### config.mk
export PLATFORM = sky130hd
export DESIGN_NAME = der_tlv_encoder_unit
export DESIGN_NICKNAME = d
export VERILOG_FILES = /design/src/sv/dte_pkg.sv /design/src/sv/dte_front.sv /design/src/sv/dte_queue.sv /design/src/sv/dte_back.sv /design/src/sv/der_tlv_encoder_unit.sv
export SDC_FILE = /design/constraint.sdc
export NUM_CORES = 1
export LEC_CHECK = 0
export BUFFER_PORTS_ARGS = -buffer_cell sky130_fd_sc_hd__buf_2
export CORE_MARGIN = 4
export CORE_UTILIZATION = 40
export DETAILED_ROUTE_END_ITERATION = 6
export MAX_ROUTING_LAYER = met4
export PLACE_DENSITY_LB_ADDON = 0.08
export SLEW_MARGIN = 10
export SYNTH_ARGS = -nofsm -noshare
export SYNTH_HDL_FRONTEND = slang
export SYNTH_SLANG_ARGS = --single-unit
### constraint.sdc
create_clock -name clk -period 3.95 [get_ports clk]
set_input_delay 0.1975 -clock clk [delete_from_list [all_inputs] [get_ports clk]]
set_output_delay 0.1975 -clock clk [all_outputs]
set_load 0.03 [all_outputs]
### src/sv/dte_pkg.sv
package dte_pkg;

  // Defaults for the top level parameters
  localparam int LENGTH_BITS_DEF = 16;
  localparam int QUEUE_DEPTH_DEF = 4;

  // Most bytes one start item can produce: tag, 0x82, two length bytes, pad, first byte
  localparam int JOB_BYTES = 6;
  localparam int JOB_CNT_W = $clog2(JOB_BYTES + 1);

  // Commands
  localparam logic CMD_START = 1'b0;
  localparam logic CMD_DATA  = 1'b1;

  // Element types
  localparam logic [2:0] TYPE_INTEGER   = 3'd0;
  localparam logic [2:0] TYPE_BITSTRING = 3'd1;
  localparam logic [2:0] TYPE_OCTETSTR  = 3'd2;
  localparam logic [2:0] TYPE_OID       = 3'd3;
  localparam logic [2:0] TYPE_NULL      = 3'd4;
  localparam logic [2:0] TYPE_SEQUENCE  = 3'd5;
  localparam logic [2:0] TYPE_UTF8STR   = 3'd6;

  // Status codes
  localparam logic [1:0] ST_OK       = 2'd0;
  localparam logic [1:0] ST_TOO_LONG = 2'd1;
  localparam logic [1:0] ST_NO_ELEM  = 2'd2;

  // Byte constants
  localparam logic [7:0] LEN_LONG1 = 8'h81;
  localparam logic [7:0] LEN_LONG2 = 8'h82;
  localparam logic [7:0] TOP_BIT   = 8'h80;
  localparam logic [7:0] ZERO_BYTE = 8'h00;
  localparam int         SHORT_MAX = 128;

  typedef struct packed {
    logic        command;
    logic [2:0]  elem_type;
    logic [15:0] content_length;
    logic [7:0]  data_byte;
  } in_item_t;

  typedef struct packed {
    logic [7:0] out_byte;
    logic       last;
    logic [1:0] status;
  } out_item_t;

  // One queued job: up to six bytes, sent from bytes[0] upward
  typedef struct packed {
    logic [JOB_BYTES-1:0][7:0] bytes;
    logic [JOB_CNT_W-1:0]      cnt;
    logic                      last;    // last flag on the final byte of the job
    logic [1:0]                status;
  } job_t;

  typedef struct packed {
    logic full;
    logic empty;
  } q_stat_t;

  function automatic logic [7:0] tag_of(input logic [2:0] t);
    logic [7:0] tag;
    case (t)
      TYPE_INTEGER:   tag = 8'h02;
      TYPE_BITSTRING: tag = 8'h03;
      TYPE_OCTETSTR:  tag = 8'h04;
      TYPE_OID:       tag = 8'h06;
      TYPE_NULL:      tag = 8'h05;
      TYPE_SEQUENCE:  tag = 8'h30;
      TYPE_UTF8STR:   tag = 8'h0C;
      default:        tag = 8'h04;
    endcase
    return tag;
  endfunction

endpackage

### src/sv/dte_front.sv
module dte_front import dte_pkg::*; #(
  parameter int LENGTH_BITS = LENGTH_BITS_DEF
) (
  input  logic     clk,
  input  logic     rst,
  input  logic     in_valid,
  output logic     in_ready,
  input  in_item_t in_beat,
  input  q_stat_t  q_stat,
  output logic     push,
  output job_t     job
);

  localparam logic [16:0] LEN_CAP = (LENGTH_BITS >= 16) ? 17'h0FFFF :
                                    17'((64'd1 << LENGTH_BITS) - 64'd1);

  logic [15:0] bytes_left, bytes_left_next;
  logic        element_open, element_open_next;

  logic                     extra;
  logic [16:0]              eff;
  logic [15:0]              clen;
  logic [JOB_CNT_W-1:0]     n;
  logic [JOB_BYTES-1:0][7:0] b;
  logic [15:0]              left_dec;

  assign in_ready = !q_stat.full;
  assign push     = in_valid && in_ready;
  assign left_dec = bytes_left - 16'd1;

  always_comb begin
    bytes_left_next   = bytes_left;
    element_open_next = element_open;
    b                 = '0;
    n                 = '0;
    extra             = 1'b0;
    clen              = in_beat.content_length;
    eff               = '0;
    job               = '0;

    if (in_beat.command == CMD_DATA) begin
      if (!element_open) begin
        job.bytes  = '0;
        job.cnt    = JOB_CNT_W'(1);
        job.last   = 1'b0;
        job.status = ST_NO_ELEM;
      end else begin
        bytes_left_next   = left_dec;
        element_open_next = (left_dec != 16'd0);
        b[0]              = in_beat.data_byte;
        job.bytes         = b;
        job.cnt           = JOB_CNT_W'(1);
        job.last          = (left_dec == 16'd0);
        job.status        = ST_OK;
      end
    end else begin
      bytes_left_next   = '0;
      element_open_next = 1'b0;
      if (in_beat.elem_type == TYPE_NULL) begin
        clen = '0;
      end
      if (in_beat.elem_type == TYPE_BITSTRING) begin
        extra = 1'b1;
      end else if (in_beat.elem_type == TYPE_INTEGER && clen != 16'd0 &&
                   (in_beat.data_byte & TOP_BIT) != ZERO_BYTE) begin
        extra = 1'b1;
      end
      eff = {1'b0, clen} + {16'd0, extra};

      if (eff > LEN_CAP) begin
        job.bytes  = '0;
        job.cnt    = JOB_CNT_W'(1);
        job.last   = 1'b1;
        job.status = ST_TOO_LONG;
      end else begin
        b[n] = tag_of(in_beat.elem_type);
        n    = n + JOB_CNT_W'(1);
        if (eff < 17'(SHORT_MAX)) begin
          b[n] = eff[7:0];
          n    = n + JOB_CNT_W'(1);
        end else if (eff < 17'd256) begin
          b[n] = LEN_LONG1;
          n    = n + JOB_CNT_W'(1);
          b[n] = eff[7:0];
          n    = n + JOB_CNT_W'(1);
        end else begin
          b[n] = LEN_LONG2;
          n    = n + JOB_CNT_W'(1);
          b[n] = eff[15:8];
          n    = n + JOB_CNT_W'(1);
          b[n] = eff[7:0];
          n    = n + JOB_CNT_W'(1);
        end
        if (extra) begin
          b[n] = ZERO_BYTE;
          n    = n + JOB_CNT_W'(1);
        end
        if (clen != 16'd0) begin
          b[n] = in_beat.data_byte;
          n    = n + JOB_CNT_W'(1);
        end
        if (clen > 16'd1) begin
          bytes_left_next   = clen - 16'd1;
          element_open_next = 1'b1;
        end
        job.bytes  = b;
        job.cnt    = n;
        job.last   = (clen <= 16'd1);
        job.status = ST_OK;
      end
    end
  end

  always_ff @(posedge clk) begin
    if (rst) begin
      bytes_left   <= '0;
      element_open <= 1'b0;
    end else if (push) begin
      bytes_left   <= bytes_left_next;
      element_open <= element_open_next;
    end
  end

endmodule

### src/sv/dte_queue.sv
module dte_queue import dte_pkg::*; #(
  parameter int DEPTH = QUEUE_DEPTH_DEF
) (
  input  logic    clk,
  input  logic    rst,
  input  logic    push,
  input  job_t    job_in,
  input  logic    pop,
  output job_t    job_out,
  output q_stat_t q_stat
);

  localparam int PW = (DEPTH > 1) ? $clog2(DEPTH) : 1;
  localparam int CW = $clog2(DEPTH + 1);

  job_t          slots [DEPTH];
  logic [PW-1:0] wr_ptr, rd_ptr;
  logic [CW-1:0] count;

  assign job_out      = slots[rd_ptr];
  assign q_stat.full  = (count == CW'(DEPTH));
  assign q_stat.empty = (count == '0);

  always_ff @(posedge clk) begin
    if (push) begin
      slots[wr_ptr] <= job_in;
    end
  end

  always_ff @(posedge clk) begin
    if (rst) begin
      wr_ptr <= '0;
      rd_ptr <= '0;
      count  <= '0;
    end else begin
      if (push) begin
        wr_ptr <= (wr_ptr == PW'(DEPTH - 1)) ? '0 : wr_ptr + PW'(1);
      end
      if (pop) begin
        rd_ptr <= (rd_ptr == PW'(DEPTH - 1)) ? '0 : rd_ptr + PW'(1);
      end
      case ({push, pop})
        2'b10:   count <= count + CW'(1);
        2'b01:   count <= count - CW'(1);
        default: count <= count;
      endcase
    end
  end

endmodule

### src/sv/dte_back.sv
module dte_back import dte_pkg::*; (
  input  logic      clk,
  input  logic      rst,
  input  q_stat_t   q_stat,
  input  job_t      q_job,
  output logic      pop,
  output logic      out_valid,
  input  logic      out_ready,
  output out_item_t out_beat
);

  logic active;
  job_t cur;
  logic fire, final_beat;

  assign out_valid  = active;
  assign fire       = active && out_ready;
  assign final_beat = (cur.cnt == JOB_CNT_W'(1));
  assign pop        = !q_stat.empty && (!active || (fire && final_beat));

  assign out_beat.out_byte = cur.bytes[0];
  assign out_beat.last     = cur.last && final_beat;
  assign out_beat.status   = cur.status;

  always_ff @(posedge clk) begin
    if (rst) begin
      active <= 1'b0;
    end else if (pop) begin
      active <= 1'b1;
    end else if (fire && final_beat) begin
      active <= 1'b0;
    end
  end

  always_ff @(posedge clk) begin
    if (pop) begin
      cur <= q_job;
    end else if (fire) begin
      cur.bytes <= {ZERO_BYTE, cur.bytes[JOB_BYTES-1:1]};
      cur.cnt   <= cur.cnt - JOB_CNT_W'(1);
    end
  end

endmodule

### src/sv/der_tlv_encoder_unit.sv
// DER TLV element encoder.
// Input channel (in_valid/in_ready/in_beat): a start beat names the element
// type, content length and first content byte; a data beat carries the next
// content byte of the open element.
// Output channel (out_valid/out_ready/out_beat): one encoded byte per beat,
// with last on the final byte of the element and a status code; error
// beats carry a zero byte.
// Front end classifies each input beat into a job of one to six bytes and
// pushes it to a small job queue; the back end shifts jobs out a byte a
// cycle from its output register while out_ready is high.
// A job's first byte is offered once the job has passed from its queue
// slot into the back end's output register.
// A data beat becomes one output byte, so content streams at one byte per
// cycle while out_ready is high; a start beat becomes one to six output
// bytes (one for an oversize start, else tag, length in short, 0x81 or 0x82
// form, pad byte, first byte).
// in_ready drops only when the job queue is full, so input keeps flowing
// while the receiver stalls until QUEUE_DEPTH jobs are waiting.
// Reset empties the queue, closes any open element and drops out_valid.
module der_tlv_encoder_unit import dte_pkg::*; #(
  parameter int LENGTH_BITS = LENGTH_BITS_DEF,
  parameter int QUEUE_DEPTH = QUEUE_DEPTH_DEF
) (
  input  logic      clk,
  input  logic      rst,
  input  logic      in_valid,
  output logic      in_ready,
  input  in_item_t  in_beat,
  output logic      out_valid,
  input  logic      out_ready,
  output out_item_t out_beat
);

  q_stat_t q_stat;
  logic    push, pop;
  job_t    front_job, q_job;

  dte_front #(
    .LENGTH_BITS(LENGTH_BITS)
  ) u_front (
    .clk      (clk),
    .rst      (rst),
    .in_valid (in_valid),
    .in_ready (in_ready),
    .in_beat  (in_beat),
    .q_stat   (q_stat),
    .push     (push),
    .job      (front_job)
  );

  dte_queue #(
    .DEPTH(QUEUE_DEPTH)
  ) u_queue (
    .clk     (clk),
    .rst     (rst),
    .push    (push),
    .job_in  (front_job),
    .pop     (pop),
    .job_out (q_job),
    .q_stat  (q_stat)
  );

  dte_back u_back (
    .clk       (clk),
    .rst       (rst),
    .q_stat    (q_stat),
    .q_job     (q_job),
    .pop       (pop),
    .out_valid (out_valid),
    .out_ready (out_ready),
    .out_beat  (out_beat)
  );

  // Never push into a full queue
  a_no_overflow: assert property (@(posedge clk) disable iff (rst)
    q_stat.full |-> !push)
    else $error("push into full job queue");

  // Never pop an empty queue
  a_no_underflow: assert property (@(posedge clk) disable iff (rst)
    q_stat.empty |-> !pop)
    else $error("pop from empty job queue");

  // Error beats always carry a zero byte
  a_err_zero: assert property (@(posedge clk) disable iff (rst)
    (out_valid && out_beat.status != ST_OK) |-> out_beat.out_byte == ZERO_BYTE)
    else $error("error beat with nonzero byte");

  // Output is quiet straight after reset
  a_reset_quiet: assert property (@(posedge clk)
    rst |=> !out_valid)
    else $error("out_valid high after reset");

endmodule
# After elaboration in Yosys (flattened, before gate mapping)

Memories as Yosys holds them, arrays and structs flattened. A register that Yosys moved wholly into a read port is not among the register bits.
Index checks and enable logic that the tools add are counted.

Equal/unequal tests: 12
Reduce and logical (&&, ||, !) cells: 22
Muxes and demuxes: 55
Bitwise operators: 2
Add/subtract/negate cells: 10
$lt $le $gt $ge: 9

Operator list:

| cell                  | number |
|---|---|
| $mux 48               | 4 |
| $mux 16               | 10 |
| $mux 54               | 2 |
| $mux 51               | 2 |
| $mux 8                | 8 |
| $and 32x48->48        | 1 |
| $bwmux 48             | 1 |
| $demux 8 s3           | 2 |
| $not 48->48           | 1 |
| $pmux 6 s6            | 1 |
| $reduce_bool 16->1    | 2 |
| $sub 16x1->16 const B | 2 |
| $mux 3                | 8 |
| $add 16x1->17         | 1 |
| $gt 17x16->1 const B  | 1 |
| $lt 17x8->1 const B   | 1 |
| $lt 17x9->1 const B   | 1 |
| $gt 16x1->1 const B   | 1 |
| $le 16x1->1 const B   | 1 |
| $logic_not 16->1      | 1 |
| $mux 14               | 1 |
| $eq 3x3->1 const B    | 4 |
| $mux 1                | 11 |
| $add 3x1->3 const B   | 3 |
| other kinds (17)      | 40 |

RAM bits: 216
Logic and storage cells: 126
Register bits: 79
Input port bits: 32
Memories kept: 1
Output and inout port bits: 13

Memory list:

| name          | depth | width | read ports | clocked after Yosys merged registers in | wr ports | RTL line        | text |
|---|---|---|---|---|---|---|---|
| u_queue.slots | 4     | 54    | 1          | 1                                       | 1        | dte_queue.sv:16 | `job_t slots [DEPTH];` |

# Depth between registers and ports, before layout

Gate-level depths: netlist of run 1.

Depth after elaboration: 28
Gate-level depth with buffers: 20

# By module

From an unflattened synthesis of run 1, not the netlist that was laid out.

Cells, all modules: 924
Area total of the unflattened synthesis: 13819.5 um2

By module, submodules not included:

| module    | instances | cells each | area an instance (um2) |
|---|---|---|---|
| dte_queue | 1         | 330        | 8306.7 |
| dte_front | 1         | 460        | 3100.5 |
| dte_back  | 1         | 134        | 2412.3 |

# Worst setup path after synthesis of run 1

OpenSTA, ideal clock, no wires.

Path type: input -> register
Start: input in_beat[25] (netlist bit)
End: memory u_queue.slots[0][4] (netlist bit) (data pin)
Setup slack: 286 ps
Stages: 19
Setup time: 264 ps
Path buffers: 2
Arrival time: 3400 ps
Required time: 3686 ps
Cells stage by stage: buf_2 or3b_4 buf_6 nand2_1 ha_1 nand2_1 o221ai_4 inv_4 ha_1 nand3_1 nor4_2 a31o_2 nor3_1 o311a_4 nand2_2 xnor2_1 ha_1 nor2_1 nor2_1

RTL lines:

| item               | RTL line                   | text |
|---|---|---|
| start: declaration | der_tlv_encoder_unit.sv:28 | `input in_item_t in_beat,` |
| end: declaration   | dte_queue.sv:16            |  |

==> results of run 1 <==
## power by group
group          switching [W]  internal [W]  leakage, nW  total (W)
sequential          0.000332       0.00424         2.76    0.00458
clock                0.00126       0.00178        0.522    0.00304
combinational        0.00141       0.00120         2.03    0.00261
## sequential cells by signal (all words and copies together) (netlist names), named ones only
register / cells
u_queue.slots: 216
u_back.cur: 44
u_front.bytes_left: 16
u_back.out_beat: 10
u_queue.count: 3
u_queue.rd_ptr: 2
u_queue.wr_ptr: 2
u_back.out_valid: 1
u_front.element_open: 1
## Yosys cell counts (6+ instances only)
cell type  number  area [µm²]
nor4_1          7       43.79
mux2i_1         8       80.08
a22o_1          9       78.83
edfxtp_1      270        8108
inv_1          24       90.09
a221o_2         6       67.56
buf_2           8       40.04
xor2_1         10       87.58
nand3_1        18       90.09
buf_1           7       26.28
clkbuf_1       26       97.59
buf_4          10       75.07
nor3_1         23       115.1
ha_1           16       200.2
xnor2_1        17       148.9
and3_1         17       106.4
dfxtp_1        27       540.5
o21ai_0        20       100.1
nor2_1         73       274.0
mux2_2         40       450.4
a21oi_1        32       160.2
and2_1         23       143.9
nand2_1        53       198.9
mux4_2         54        1216
## final cells by class
class                      instances  share of cell area
antenna                            1           0.0001630
sequential                       297              0.5637
clock buffer                      44             0.05926
multi-input combinational        517              0.2869
tap                              442             0.03603
timing repair buffer              85             0.03521
inverter                          27            0.006766
clock inverter                    18             0.01190
## critical path, stage by stage
cell and delay [ns]:
buf_2 0.13, or4_4 0.56, nor3_4 0.19, nand4b_4 0.17
o221ai_4 0.24, inv_4 0.09, ha_1 0.23, nand3_1 0.20
nor4_2 0.10, a31o_2 0.27, nor3_1 0.19, o311a_4 0.27
nand2_1 0.09, a21oi_1 0.22, ha_1 0.22, nand3_1 0.07
mux2i_1 0.26
## kinds of logic after synthesis
family / count (synthesis) / share of synthesized area
compound gates: 117 / 0.06256
mux: 102 / 0.1303
simple gates: 253 / 0.09869
xor+xnor: 28 / 0.01933
flops: 297 / 0.6454
fa+ha+maj: 17 / 0.01643
buf+inv: 80 / 0.02726
## per-stage QoR
| stage | cells | setup WS (ns) | util | power (W) |
|---|---|---|---|---|
| CTS | 1430 | 0.5810 | 0.4681 | 0.01044 |
| floorplan | 894 | 0.2860 | - | 0.006529 |
| finish | 1431 | 0.5458 | 0.4682 | 0.01023 |
| global route | 1431 | 0.3120 | 0.4682 | 0.01080 |
| global placement | 1368 | 0.1251 | 0.4348 | 0.007344 |
| detailed placement | 1368 | 0.04560 | 0.4348 | 0.007346 |
## path summary, 6_finish.rpt
path / startpoint / end / slack (ns)
max: in_beat[14] / u_queue.slots[0][5] / 0.55
min: out_ready / u_back.out_valid / 0.12
max reg2reg: u_front.bytes_left[6] / u_queue.slots[3][2] / 1.24
min reg2reg: u_front.bytes_left[12] / u_front.bytes_left[12] / 0.50
## layer usage
layer,vias up,track usage,wire [µm]
met2,152,0.2998,15620
li1,3589,-,-
met4,0,0.05138,795
met5,-,-,0
met1,3893,0.2371,13820
met3,59,0.02411,1127
==> flow_summary.yaml, run 1 <==
routing:
  viasPerCell: 5.376
  drcViolationCount: 0
  ant_nets: 0
  dr.pass1.iters: 5
  drtIter0Drc: 537
  finalWirelength_um: 31360
  vias: 7693
  drt-wirelength-per-cell_um: 21.92
synthesis:
  synth.distinct_cells: 81
  netlist_area_um2: 13400
  synth_ff_type: "edfxtp_1"
  synth_edf_count: 270
  seq_area_frac_synth: 0.6454
  syn_nets: 943
  syn-mean-instance-area_um2: 14.99
  synth-seq-cells: 297
  syn_inst: 894
  yosys_warnings: 0
  postSynth.asyncResetShare: 0
clock_network:
  tritoncts: "yes"
  cts_hold_buf: 0
  cts.sinks: 297
  htree_levels: 2
  cts-root-buf: "clkbuf_16"
  clockBufferDepth: 3
  clk_latency_ns: 0.52
  cts_inserted_buffers: 35
  ctsResizeCount: 0
  post_cts_buffers: 0
  clk_pin_slew_ns: 0.06
setup_path:
  required_ns: 4.27
  worstRegToRegCells: 8
  endpoint_kind: "register"
  cp-start-kind: "primary input"
  worst-path-max-fanout: 7
  cp.arrival_ns: 3.72
  crit_type: "in2reg"
sta:
  finalCriticalPeriod_ns: 3.404
  finalCritPeriodShare: 0.8618
  skew_ns: 0.01236
  finalHoldViolations: 0
  fmax_ghz: 0.2938
  setup_viol: 0
  slew_headroom: 0.3356
  tightest_slew_ns: 0.9900
  whs_ns: 0.1184
  rsz0062_at_grt: "false"
  tns_ns: 0
  slew_viol_final: 0
floorplanning:
  die_h_um: 191.0
  start_util: 0.4087
  core_um2: 32780
  ios: 45
  rows: 66
  fp.dieW_um: 191.0
  dieArea_um2: 36490
place:
  postPlaceCellArea_um2: 14250
  gp_congestion: 0.8762
  dpl.hpwl_um: 20500
  port-buffer-count: 44
pwr:
  cellLeakagePower_nw: 5.306
  power_density_nw_per_um2: 666.7
  ir_drop_uv: 540.3
grt:
  first_global_vias: 8072
  grt_util_all_layers: 0.1811
  grt_max_degree: 60
  grt.overflow.total: 0
  antenna_found_initial: 1
  grt_pass1_wl_um: 48960
worst_hold_path:
  min_path_type: "in2reg"
  holdPathStages: 4
final_layout:
  ff_latch_area_um2: 8653
  mostFrequentLayoutCells: "edfxtp_1 (270), nor2_1 (73), mux4_2 (54)"
  nets: 1012
  layout_commonest_cell: "edfxtp_1"
  multi_input_comb_area_um2: 4404
  area_growth_pct: 14.55
  stdcell_area_um2: 15350
  n_fill_cell: 2932
  drive_gt1_frac: 0.2743
outcome:
  status: "finished clean"
run:
  max_cap_viol_count: 0
Note: power is estimated with default switching activity, not from simulation.
==> run 2, diff against run 1 <==
--- a/config.mk
+++ b/config.mk
@@ -9,6 +9,7 @@
 export CORE_MARGIN = 4
 export CORE_UTILIZATION = 40
 export DETAILED_ROUTE_END_ITERATION = 6
+export GPL_TIMING_DRIVEN = 0
 export MAX_ROUTING_LAYER = met4
 export PLACE_DENSITY_LB_ADDON = 0.08
 export SLEW_MARGIN = 10
==> run 2 against run 1 <==
Compared with the run above: total power increased by 0.88%; via count up 0.90%; worst setup slack worse by 0.30 ns; sequential cell count unchanged; global-route usage up 0.33 points; critical path depth unchanged; clock power fell by 2%; cell count is 0.77% higher; die area stayed put; critical endpoint is now u_queue.slots[0][4].
==> flow_summary.yaml, run 2 (synthesis results as in run 1) <==
outcome:
  status: "finished clean"
sta:
  slew_viol_final: 0
  setup_ws_ns: 0.2417
  fmax_ghz: 0.2697
  setup_viol: 0
  finalHoldViolations: 0
  tns_ns: 0
  skew_ns: 0.02391
  slew_headroom: 0.2162
  finalCriticalPeriod_ns: 3.708
  tightest_slew_ns: 1.176
  finalCritPeriodShare: 0.9388
floorplanning:
  die_h_um: 191.0
  ios: 45
  core_um2: 32780
  start_util: 0.4087
  dieArea_um2: 36490
  rows: 66
  fp.dieW_um: 191.0
clock_network:
  cts.sinks: 297
  cts_hold_buf: 0
  cts_inserted_buffers: 34
  clk_latency_ns: 0.52
  tritoncts: "yes"
  clk_pin_slew_ns: 0.06
  htree_levels: 2
  clockBufferDepth: 3
  cts-root-buf: "clkbuf_16"
setup_path:
  cp-start-kind: "primary input"
  rrSetupSlack_ns: 0.44
  crit_path_max_incr_delay_ns: 0.59
  crit_type: "in2reg"
  cp.arrival_ns: 4.02
  endpoint_kind: "register"
  rr_endpoint: "u_queue.count[2]"
  path_cells: "buf_2 -> or4_4 -> nor3_4 -> nand4b_4 -> o221ai_4 -> inv_4 -> ha_1 -> nand3_1 -> nor4_2 -> mux2i_1 -> and4_1 -> o311a_4 -> nand2_2 -> xnor2_2 -> ha_1 -> nor2_1 -> nor2_1"
  worstRegToRegCells: 11
  worst-path-max-fanout: 7
  timing.rr.start: "u_back.cur[4]"
  required_ns: 4.26
  slowest_stage: "or4_4"
pwr:
  swShare: 0.3013
  p_int_w: 0.007213
  power.switching_w: 0.003111
  clock_power_share: 0.288
  power_density_nw_per_um2: 668.9
  p_comb_frac: 0.284
  cellLeakagePower_nw: 5.285
  ir_drop_uv: 557.5
  seq_power_share: 0.429
place:
  dpl.hpwl_um: 21410
  gp_congestion: 0.8657
  port-buffer-count: 36
  postPlaceCellArea_um2: 14260
  pre_cts_ws_ns: -0.6252
worst_hold_path:
  holdPathStages: 2
  hold_start: "rst"
  min_path_type: "in2reg"
  min_to: "u_front.bytes_left[14]"
final_layout:
  stdcell_area_um2: 15430
  drive_gt1_frac: 0.2650
  num_antenna_cells: 0
  largest_reg_flops: 216
  largest_register: "u_queue.slots"
  nets: 1023
  layout_commonest_cell: "edfxtp_1"
  area_growth_pct: 15.16
  mostFrequentLayoutCells: "edfxtp_1 (270), nor2_1 (72), mux4_2 (54)"
  reg.largest.list: "u_queue.slots x216, u_back.cur x44, u_front.bytes_left x16"
  multi_input_comb_area_um2: 4498
  ff_latch_area_um2: 8648
  n_fill_cell: 2865
grt:
  grt_util_all_layers: 0.1844
  grt_pass1_wl_um: 49380
  first_global_vias: 8078
  grt_max_degree: 52
  grt.overflow.total: 0
  antenna_found_initial: 0
routing:
  drtIter0Drc: 466
  drt-wirelength-per-cell_um: 22.43
  vias: 7762
  ant_nets: 0
  viasPerCell: 5.383
  dr.pass1.iters: 4
  finalWirelength_um: 32340
  drcViolationCount: 0
run:
  max_cap_viol_count: 0
run 2: power groups by stage:
stage | clock network, W | registers (W) | logic, W
after floorplan | 0 | 0.00444 | 0.00209
after global placement | 0 | 0.00454 | 0.00293
after detailed placement | 0 | 0.00450 | 0.00299
after CTS | 0.00304 | 0.00444 | 0.00300
after global routing | 0.00319 | 0.00447 | 0.00320
final | 0.00297 | 0.00443 | 0.00293
run 2: worst max path at each step:
stage                                      to           from  depth (start not counted)
after floorplan           u_queue.slots[0][4]    in_beat[25]                         19
after global placement     u_back.out_beat[6]  u_back.cur[4]                          7
after detailed placement  u_queue.slots[1][5]    in_beat[26]                         19
after CTS                    u_queue.count[2]  u_back.cur[4]                         12
after global routing      u_queue.slots[2][5]    in_beat[25]                         19
final                     u_queue.slots[0][4]    in_beat[15]                         17
run 2: per-layer routing:
metal,share of wire,up-vias,track usage
met1,0.44,3947,0.2439
met5,0,-,-
met3,0.044,37,0.02794
met4,0.019,0,0.04613
li1,-,3607,-
met2,0.49,171,0.3030
run 2: per-stage QoR:
stage / utilization / power (W) / instances / hold WS (ns)
6_report: 0.4707 / 0.01032 / 1442 / 0.05166
5_1_grt: 0.4707 / 0.01086 / 1442 / 0.08031
4_1_cts: 0.4680 / 0.01048 / 1439 / 0.04040
3_5_place_dp: 0.4351 / 0.007484 / 1376 / 0.4966
3_3_place_gp: 0.4311 / 0.007479 / 1372 / 0.4842
2_1_floorplan: - / 0.006529 / 894 / 0.4323
run 2: area by class of cell:
type | count | share of cell area
inverters | 27 | 0.006729
clock buffers | 37 | 0.05586
multi-input cells | 517 | 0.2915
clock inverters | 25 | 0.01216
flip-flops and latches | 297 | 0.5604
repair buffers | 45 | 0.02076
well taps | 442 | 0.03584
plain buffers | 52 | 0.01678
run 2: worst max-delay path: cells and delay by family:
family / cells / cell delay [ns]
AOI/OAI and AO/OA: 2 / 0.53
xor gates and xnor gates: 1 / 0.17
adders and majority gates: 2 / 0.53
buffers and inverters: 2 / 0.25
muxes: 1 / 0.30
and+or+nand+nor: 9 / 2.03
run 2: what timing repair did:
action / 4_1_cts / 5_1_grt
pin swaps: 0 / 2
resized for setup: 5 / 13
setup buffers: 1 / 4
setup endpoints to repair: 12 / 81
